<file path="src/sv/tcpt_pkg.sv">
// tcpt_pkg: shared types, codes and the multiply/accumulate step table
// for the tetrahedron critical point test. No dependencies.
`timescale 1ns / 1ps

package tcpt_pkg;

  localparam int SLOT_BITS = 2;
  localparam int DET_BITS  = 3;
  localparam int STEP_BITS = 4;
  localparam int NUM_DETS  = 5;

  localparam logic [DET_BITS-1:0]  DET_POS   = 3'd4;
  localparam logic [STEP_BITS-1:0] STEP_LAST = 4'd15;
  localparam logic [SLOT_BITS-1:0] SLOT_LAST = 2'd3;

  localparam logic [1:0] IDX_NONE = 2'b00;
  localparam logic [1:0] IDX_POS  = 2'b01;
  localparam logic [1:0] IDX_NEG  = 2'b11;

  typedef enum logic [2:0] {
    A_U0, A_U1, A_U2, A_V0, A_V1, A_V2
  } a_sel_t;

  typedef enum logic [2:0] {
    B_W0, B_W1, B_W2, B_TLO, B_THI
  } b_sel_t;

  typedef enum logic [2:0] {
    ACC_NONE, ACC_T_LOAD, ACC_T_SUB, ACC_DET_LOAD, ACC_DET_ADD, ACC_DET_ADD_HI
  } acc_op_t;

  typedef struct packed {
    a_sel_t  a_sel;
    b_sel_t  b_sel;
    acc_op_t acc;
  } step_ctl_t;

  typedef struct packed {
    logic                 wr_en;
    logic [SLOT_BITS-1:0] slot;
    logic                 load;
    logic                 step_vld;
    logic [STEP_BITS-1:0] step;
    logic                 sign_cap;
    logic                 finish;
    logic [DET_BITS-1:0]  det_idx;
  } dp_cmd_t;

  // acc acts on the product issued in the previous step
  function automatic step_ctl_t step_ctl(input logic [STEP_BITS-1:0] s);
    step_ctl_t c;
    c = '{a_sel: A_U0, b_sel: B_W0, acc: ACC_NONE};
    case (s)
      4'd0:  c = '{a_sel: A_V1, b_sel: B_W2,  acc: ACC_NONE};
      4'd1:  c = '{a_sel: A_V2, b_sel: B_W1,  acc: ACC_T_LOAD};
      4'd2:  c = '{a_sel: A_U0, b_sel: B_W0,  acc: ACC_T_SUB};
      4'd3:  c = '{a_sel: A_U0, b_sel: B_TLO, acc: ACC_NONE};
      4'd4:  c = '{a_sel: A_U0, b_sel: B_THI, acc: ACC_DET_LOAD};
      4'd5:  c = '{a_sel: A_V2, b_sel: B_W0,  acc: ACC_DET_ADD_HI};
      4'd6:  c = '{a_sel: A_V0, b_sel: B_W2,  acc: ACC_T_LOAD};
      4'd7:  c = '{a_sel: A_U0, b_sel: B_W0,  acc: ACC_T_SUB};
      4'd8:  c = '{a_sel: A_U1, b_sel: B_TLO, acc: ACC_NONE};
      4'd9:  c = '{a_sel: A_U1, b_sel: B_THI, acc: ACC_DET_ADD};
      4'd10: c = '{a_sel: A_V0, b_sel: B_W1,  acc: ACC_DET_ADD_HI};
      4'd11: c = '{a_sel: A_V1, b_sel: B_W0,  acc: ACC_T_LOAD};
      4'd12: c = '{a_sel: A_U0, b_sel: B_W0,  acc: ACC_T_SUB};
      4'd13: c = '{a_sel: A_U2, b_sel: B_TLO, acc: ACC_NONE};
      4'd14: c = '{a_sel: A_U2, b_sel: B_THI, acc: ACC_DET_ADD};
      4'd15: c = '{a_sel: A_U0, b_sel: B_W0,  acc: ACC_DET_ADD_HI};
      default: c = '{a_sel: A_U0, b_sel: B_W0, acc: ACC_NONE};
    endcase
    return c;
  endfunction

endpackage

</file>
<file path="src/sv/tcpt_datapath.sv">
// tcpt_datapath: vertex registers, edge vectors, shared multiplier and
// exact determinant accumulator, parity and result. Depends on tcpt_pkg.
`timescale 1ns / 1ps

module tcpt_datapath #(
  parameter int VALUE_BITS  = 24,
  parameter int OFFSET_BITS = 26
) (
  input  logic                          clk,
  input  tcpt_pkg::dp_cmd_t             cmd,
  input  logic signed [VALUE_BITS-1:0]  vec_a,
  input  logic signed [VALUE_BITS-1:0]  vec_b,
  input  logic signed [VALUE_BITS-1:0]  vec_c,
  input  logic        [OFFSET_BITS-1:0] vertex_offset,
  input  logic signed [VALUE_BITS-1:0]  pos_lat,
  input  logic signed [VALUE_BITS-1:0]  pos_long,
  input  logic signed [VALUE_BITS-1:0]  pos_level,
  output logic        [1:0]             poincare_index
);
  import tcpt_pkg::*;

  localparam int D  = VALUE_BITS + 1;
  localparam int LO = D + 1;
  localparam int MW = D + 2;
  localparam int PW = 2 * MW;
  localparam int T  = 2 * D + 1;
  localparam int DW = 3 * D + 3;

  logic signed [VALUE_BITS-1:0] vec_r [4][3];
  logic signed [VALUE_BITS-1:0] pos_r [4][3];
  logic        [OFFSET_BITS-1:0] off_r [4];

  logic signed [VALUE_BITS-1:0] pa [3];
  logic signed [VALUE_BITS-1:0] pb [3];
  logic signed [VALUE_BITS-1:0] pc [3];
  logic signed [VALUE_BITS-1:0] pd [3];

  logic signed [D-1:0]  u_r [3];
  logic signed [D-1:0]  v_r [3];
  logic signed [D-1:0]  w_r [3];
  logic signed [T-1:0]  t_r;
  logic signed [DW-1:0] det_r;
  logic signed [PW-1:0] prod_r;
  logic [NUM_DETS-1:0]  sign_r;
  logic [1:0]           result_r;

  logic signed [MW-1:0] mul_a;
  logic signed [MW-1:0] mul_b;
  logic signed [DW-1:0] prod_ext;
  step_ctl_t            sc;
  logic                 flip;
  logic [NUM_DETS-1:0]  o;

  assign poincare_index = result_r;

  always_ff @(posedge clk) begin
    if (cmd.wr_en) begin
      vec_r[cmd.slot][0] <= vec_a;
      vec_r[cmd.slot][1] <= vec_b;
      vec_r[cmd.slot][2] <= vec_c;
      pos_r[cmd.slot][0] <= pos_lat;
      pos_r[cmd.slot][1] <= pos_long;
      pos_r[cmd.slot][2] <= pos_level;
      off_r[cmd.slot]    <= vertex_offset;
    end
  end

  // substitute the origin for one vertex, or take the positions
  always_comb begin
    for (int c = 0; c < 3; c++) begin
      if (cmd.det_idx == DET_POS) begin
        pa[c] = pos_r[0][c];
        pb[c] = pos_r[1][c];
        pc[c] = pos_r[2][c];
        pd[c] = pos_r[3][c];
      end else begin
        pa[c] = (cmd.det_idx == DET_BITS'(0)) ? '0 : vec_r[0][c];
        pb[c] = (cmd.det_idx == DET_BITS'(1)) ? '0 : vec_r[1][c];
        pc[c] = (cmd.det_idx == DET_BITS'(2)) ? '0 : vec_r[2][c];
        pd[c] = (cmd.det_idx == DET_BITS'(3)) ? '0 : vec_r[3][c];
      end
    end
  end

  always_ff @(posedge clk) begin
    if (cmd.load) begin
      for (int c = 0; c < 3; c++) begin
        u_r[c] <= {pb[c][VALUE_BITS-1], pb[c]} - {pa[c][VALUE_BITS-1], pa[c]};
        v_r[c] <= {pc[c][VALUE_BITS-1], pc[c]} - {pa[c][VALUE_BITS-1], pa[c]};
        w_r[c] <= {pd[c][VALUE_BITS-1], pd[c]} - {pa[c][VALUE_BITS-1], pa[c]};
      end
    end
  end

  assign sc = step_ctl(cmd.step);

  always_comb begin
    case (sc.a_sel)
      A_U0:    mul_a = MW'(u_r[0]);
      A_U1:    mul_a = MW'(u_r[1]);
      A_U2:    mul_a = MW'(u_r[2]);
      A_V0:    mul_a = MW'(v_r[0]);
      A_V1:    mul_a = MW'(v_r[1]);
      A_V2:    mul_a = MW'(v_r[2]);
      default: mul_a = '0;
    endcase
    case (sc.b_sel)
      B_W0:    mul_b = MW'(w_r[0]);
      B_W1:    mul_b = MW'(w_r[1]);
      B_W2:    mul_b = MW'(w_r[2]);
      B_TLO:   mul_b = $signed({1'b0, t_r[LO-1:0]});
      B_THI:   mul_b = $signed({{(MW-(T-LO)){t_r[T-1]}}, t_r[T-1:LO]});
      default: mul_b = '0;
    endcase
  end

  assign prod_ext = $signed({{(DW-PW){prod_r[PW-1]}}, prod_r});

  always_ff @(posedge clk) begin
    prod_r <= mul_a * mul_b;
    if (cmd.step_vld) begin
      case (sc.acc)
        ACC_T_LOAD:     t_r   <= prod_r[T-1:0];
        ACC_T_SUB:      t_r   <= t_r - prod_r[T-1:0];
        ACC_DET_LOAD:   det_r <= prod_ext;
        ACC_DET_ADD:    det_r <= det_r + prod_ext;
        ACC_DET_ADD_HI: det_r <= det_r + (prod_ext <<< LO);
        default: ;
      endcase
    end
  end

  // negative 3x3 determinant means positive orientation
  always_ff @(posedge clk) begin
    if (cmd.sign_cap) sign_r[cmd.det_idx] <= det_r[DW-1];
  end

  always_comb begin
    flip = (off_r[0] < off_r[1]) ^ (off_r[0] < off_r[2]) ^ (off_r[0] < off_r[3])
         ^ (off_r[1] < off_r[2]) ^ (off_r[1] < off_r[3]) ^ (off_r[2] < off_r[3]);
    o = sign_r ^ {NUM_DETS{flip}};
  end

  always_ff @(posedge clk) begin
    if (cmd.finish) begin
      if ((o[1] != o[0]) || (o[2] != o[0]) || (o[3] != o[0])) result_r <= IDX_NONE;
      else if (o[4] != o[0])                                  result_r <= IDX_NEG;
      else                                                    result_r <= IDX_POS;
    end
  end

endmodule

</file>
<file path="config.mk">
export PLATFORM = sky130hd
export DESIGN_NAME = tcpt_datapath
export DESIGN_NICKNAME = d
export VERILOG_FILES = /design/src/sv/tcpt_pkg.sv /design/src/sv/tcpt_datapath.sv
export SDC_FILE = /design/constraint.sdc
export NUM_CORES = 2
export LEC_CHECK = 0
export ABC_AREA = 1
export BUFFER_PORTS_ARGS = -buffer_cell sky130_fd_sc_hd__buf_2
export CAP_MARGIN = 20
export CORE_MARGIN = 2
export CORE_UTILIZATION = 30
export CTS_CLUSTER_DIAMETER = 30
export DETAILED_ROUTE_END_ITERATION = 10
export PLACE_DENSITY = 0.51
export SLEW_MARGIN = 30
export SYNTH_ARGS = -nofsm -noshare
export SYNTH_HDL_FRONTEND = slang
export SYNTH_SLANG_ARGS = --single-unit
</file>
<file path="constraint.sdc">
create_clock -name clk -period 20.7 [get_ports clk]
set_input_delay 5.175 -clock clk [delete_from_list [all_inputs] [get_ports clk]]
set_output_delay 5.175 -clock clk [all_outputs]
set_load 0.01 [all_outputs]
</file>
* Word-level counts from Yosys, hierarchy flattened *
Memories as Yosys holds them, arrays and structs flattened.
Cells that the tools add are included.

word-level totals
  output and inout port bits = 2
  word-level logic and storage cells = 107
  ROM bits = 144
  bits in writable memories = 905
  register bits = 190
  input port bits = 185
  memories = 7

memory list
  memory            words  width  rd ports  clocked after memory_dff  write ports  RTL line             RTL
  pos_r             4      72     4         0                         1            tcpt_datapath.sv:30  logic signed [VALUE_BITS-1:0] pos_r [4][3];
  vec_r             4      72     4         0                         1            tcpt_datapath.sv:29  logic signed [VALUE_BITS-1:0] vec_r [4][3];
  (name not given)  16     9      1         0                         0            tcpt_pkg.sv:53       case (s)
  off_r             4      26     4         0                         1            tcpt_datapath.sv:31  logic [OFFSET_BITS-1:0] off_r [4];
  u_r               3      25     3         0                         3            tcpt_datapath.sv:38  logic signed [D-1:0] u_r [3];
  v_r               3      25     3         0                         3            tcpt_datapath.sv:39  logic signed [D-1:0] v_r [3];
  1 more memories   --     --     --        --                        --           --

cells by class
  bitwise logic cells = 6
  reduce and logical (&&, ||, !) cells = 10
  equal/unequal tests = 22
  muxes and demuxes = 36
  magnitude comparators = 8
  add/sub/neg operators = 12
  multipliers = 1

operators with widths
  cell                                                  count
  two-way mux 24 bit                                    24
  one-hot mux 78 bit (3 select lines)                   1
  subtractor 24 x 24 -> 25 bit                          9
  one-hot mux 27 bit (6 select lines)                   1
  < comparator 26 bit                                   6
  one-hot mux 27 bit (5 select lines)                   1
  one-hot mux 51 bit (2 select lines)                   1
  adder 78 x 54 -> 78 bit                               1
  adder 78 bit                                          1
  multiplier 27 x 27 -> 54 bit                          1
  subtractor 51 bit                                     1
  equality test 3 x 2 -> 1 bit (second input constant)  8
  equality test 3 bit (second input constant)           6
  equality test 3 x 1 -> 1 bit (second input constant)  4
  logical NOT 3 bit                                     3
  bitwise mux 5 bit                                     1
  two-way mux 1 bit                                     5
  XOR 1 bit                                             5
  XOR 5 bit                                             1
  < comparator 3 x 4 -> 1 bit (second input constant)   1
  != test 1 bit                                         4
  AND reduction 2 bit                                   2
  demux 1 bit (select 3 bit)                            1
  >= comparator 3 x 1 -> 1 bit (second input constant)  1
  5 further kinds                                       6

* Logic depth before layout (Yosys ltp) *
An unclocked memory read counts as a cell.

  depth in word-level cells = 11
  mapped depth = 43
  gate-level depth less buffers = 42

* Worst setup path before layout *
No wires, ideal clock.

  path type = input -> register
  start point = input port cmd[11] (netlist name)
  end point = memory pos_r[0][0] (netlist name) (enable)
  arrival time = 15.101 ns
  library setup time = 0.826 ns
  slack = 4.773 ns
  stages on the path = 1
  cells stage by stage = nor3_1

RTL lines
  what                RTL line             RTL
  start: declaration  tcpt_datapath.sv:10  input tcpt_pkg::dp_cmd_t cmd,
  end: declaration    tcpt_datapath.sv:30

Straight into the memory's write port.

* Worst setup path after layout *
  start point = input port cmd[6] (netlist name)
  end point = register prod_r[46]

on the way
  longest elaborated chain between the ends = 4
  elaborated cells on any way between the ends = 15

ends and longest elaborated chain
  what                                                                                               RTL line                                   RTL
  memory read (16 x 9 bit) *                                                                         --
  equality test 3 bit (tied with other cells)                                                        tcpt_datapath.sv:98                        case (sc.a_sel)
  one-hot mux 27 bit (6 select lines) / one-hot mux 27 bit (5 select lines) (equally long branches)  tcpt_datapath.sv:98, tcpt_datapath.sv:107
  multiplier 27 x 27 -> 54 bit *                                                                     tcpt_datapath.sv:120                       prod_r <= mul_a * mul_b;
  end signal: assignment                                                                             tcpt_datapath.sv:120
  end: declaration                                                                                   tcpt_datapath.sv:43                        logic signed [PW-1:0] prod_r;

Mark *: on every way between the ends. The rest lies on a longest branch, timed or not.
A chain may end at the register's enable or synchronous reset.

==> impl_results.md <==
* R2R setup slack at 11.58 ns
* GRT met1 Usage at slightly below 30%
* Worst-margin pin slew at just over 1 ns
* Cts hold-fix bufs at 0
* HP Class: reg -> reg
* First-pass GRT wire length at between 400,000 and 500,000 um
* Reg clk slew, reported paths at 0.06 ns
* Final setup viols at 0
* # DRC at 0
* Via density at 4.88
* Yosys top cell area share at 31.6%
* CP peak stage delay at 0.69 ns
* Buffers on Ports at 160
* Critical path fanouts, max at 25
* Synth top cells by count: nand2_1, inv_1, nor2_1
* Routed Antenna Nets at 0
* Layout area overhead at 14.1%
* WL final at approximately 320,000 um
* CP endpoint kind: flop
* Data arrival, critical path at 15.35 ns
* GRT Overall Usage at 21.1%
* Detailed placer's ending HPWL at about 260,000 um
* Critical-path top delay cell: ha_2
* Synthesized instance count at ~11,000
* Final Hold Violating Endpoints at 0
* Clock skew at 0.0856 ns
* Layout net count at 12,591
* Syn Nets at 12,377
* Die X at 549 um
* Nature of the critical path startpoint: input pin
* WHS Endpoint: poincare_index[0]
* Max_cap viols at 0
* Min-delay src: sign_r[1]
* Final cycle utilization of the critical path at 70.5%
* Crit path required time at 21.47 ns
* Largest net degree at the start of global routing at 162
* Sequential-to-total area share from yosys stat at between 30% and 40%
* CTS tree: yes
* Yosys cell types at 66
* Yosys reg bits at 991
* Final critical-path required period at 14.59 ns
* Post-synthesis async set-or-reset flop share at 0%
* Grt met2 use at 32.7%
* Hold path depth at 1
* Cts bufs inserted at 213
* Grt ovf at 0
* Initial DRC Count at 6,839
* Wire length per cell at 21.3 um
* Die area at 301,000 um2
* Number of global-route vias before repair at 72,122
* CTS Root Cell: clkbuf_16
* Worst r2r src: v_r[0][74]
* Met3 Resource Use GR at around 3.3%
* Rows at approximately 200
* R2R cell count at 28
* Total negative slack at 0 ns
* Initial antenna violation count at 14
* CTS sink cnt at 991
* Yosys warning count at 0
* RSZ-0062 raised after global routing: no
* Most numerous cell in the Yosys netlist: nand2_1
* CTS Buffer Depth at 4
* Syn Std Cell Area at 89,000 um2
* Worst path buffer plus inverter count at 12
* Via Count at about 74,000
* R2r endpoint: prod_r[46]
* Clock Latency Late Sink at slightly below 0.9 ns
* Post-Syn Area per Cell at 8.16 um2
* Post-synth EDFFs at roughly 940
* Synth Flop Type: edfxtp_1
* Setup CP Type: in -> reg
* Fillers at 31,036
* Max Fclk at 68.6 MHz
* Area contributors post-synth: edfxtp_1, fa_1, nand2_1, inv_1, ha_1
* Non-filler cells in the finished layout at 15,205
* Starting Density at 30.2%
* Core ar. at 295,000 um2
* DP Cell Count at ~15,000
* Rel. slew slack at 31.1%
* Kind of cell adding the most delay to the critical path: adder cells
* Die Ht at 549 um
* Final Max Slew Viols at 0
* # resized after CTS at 0
* Outcome: finished, final reports clean
* GRT Max-Usage Layer: met2
* Final RePlAce weighted congestion at slightly below 1
* Share of cells above drive strength 1 at between 6 and 7%
* Cell taking the most area after synthesis: edfxtp_1
* CP most frequent cell: inv_1
* 1st-pass router iterations at 6
* H-tree Lvls at 4
* Setup bufs post-CTS at 0
* Io pins at ~190
* Hold Slack at 0.653 ns
layout by cell type (no fill, tap or decap), types with 35 or more instances in the layout:
cell type	instances
nor2_1	1196
nor3_1	138
clkbuf_16	216
o21a_1	35
o21ai_0	646
nand2_1	2668
xor2_1	192
buf_4	73
inv_1	1956
xnor2_1	102
edfxtp_1	937
a21oi_1	561
fa_1	735
nand3_1	416
buf_2	159
nand4_1	75
o21bai_1	50
dfxtp_1	54
ha_1	557
registers in the layout, indices dropped and copies added, names as in the netlist:
signal and count:
t_r 51, u_r 75, sign_r 5, v_r 75, vec_r 288, prod_r 54, w_r 75, pos_r 288
poincare_index 2, det_r 78
area by class of cell:
type | count | area [um2] | area share [%]
clock buffers | 233 | 5480 | 5.40
inverters | 1994 | 7500 | 7.39
clock inverters | 151 | 1830 | 1.80
well taps | 3919 | 4900 | 4.83
repair buffers | 238 | 1450 | 1.43
flip-flops and latches | 991 | 29200 | 28.8
multi-input cells | 7675 | 51100 | 50.4
diodes | 4 | 10.0 | 0.00986
worst reg2reg max path, delay by kind of cell, from the launching register on:
family / cells / cell delay, ns
DFF: 1 / 0.32
xor gates and xnor gates: 1 / 0.16
AOI/OAI and AO/OA: 5 / 1.69
and+or+nand+nor: 5 / 1.01
adders and majority gates: 8 / 4.51
buffers and inverters: 9 / 1.39
worst max path at each step:
| stage | from | end | slack (ns) | depth (start not counted) |
|---|---|---|---|---|
| 6_report | cmd[6] | prod_r[46] | 6.11 | 37 |
| 5_1_grt | cmd[5] | prod_r[46] | 5.77 | 39 |
| 4_1_cts | cmd[6] | prod_r[46] | 6.24 | 38 |
| 3_5_place_dp | cmd[6] | prod_r[46] | 5.31 | 37 |
| 3_3_place_gp | cmd[6] | prod_r[46] | 4.78 | 38 |
| 2_1_floorplan | cmd[11] | pos_r[0][0] | 4.77 | 1 |
kinds of logic after synthesis:
group           synth area share [%]
compound gates                  8.80
flops                           32.8
xor+xnor                        2.89
simple gates                    21.3
buf+inv                         9.79
fa+ha+maj                       24.4
per-stage QoR:
stage / area (um2) / utilization (%) / setup slack [ns]
final: 102000 / 34.5 / 6.11
after global routing: 102000 / 34.5 / 5.77
after CTS: 101000 / 34.5 / 6.24
after detailed placement: 94200 / 32.0 / 5.31
after global placement: 94200 / 32.0 / 4.78
after floorplan: 89000 / - / 4.77
per-layer routing:
metal,share of wire (%),up-vias,routed length (um)
met5,0.021,-,69
met4,3.8,12,12200
met3,7.1,448,22900
met2,44,2468,142000
met1,45,36027,146000
li1,-,35192,-
Power is not shown: default switching activity piles up to over one toggle a cycle in this logic, so the estimate is an artifact.
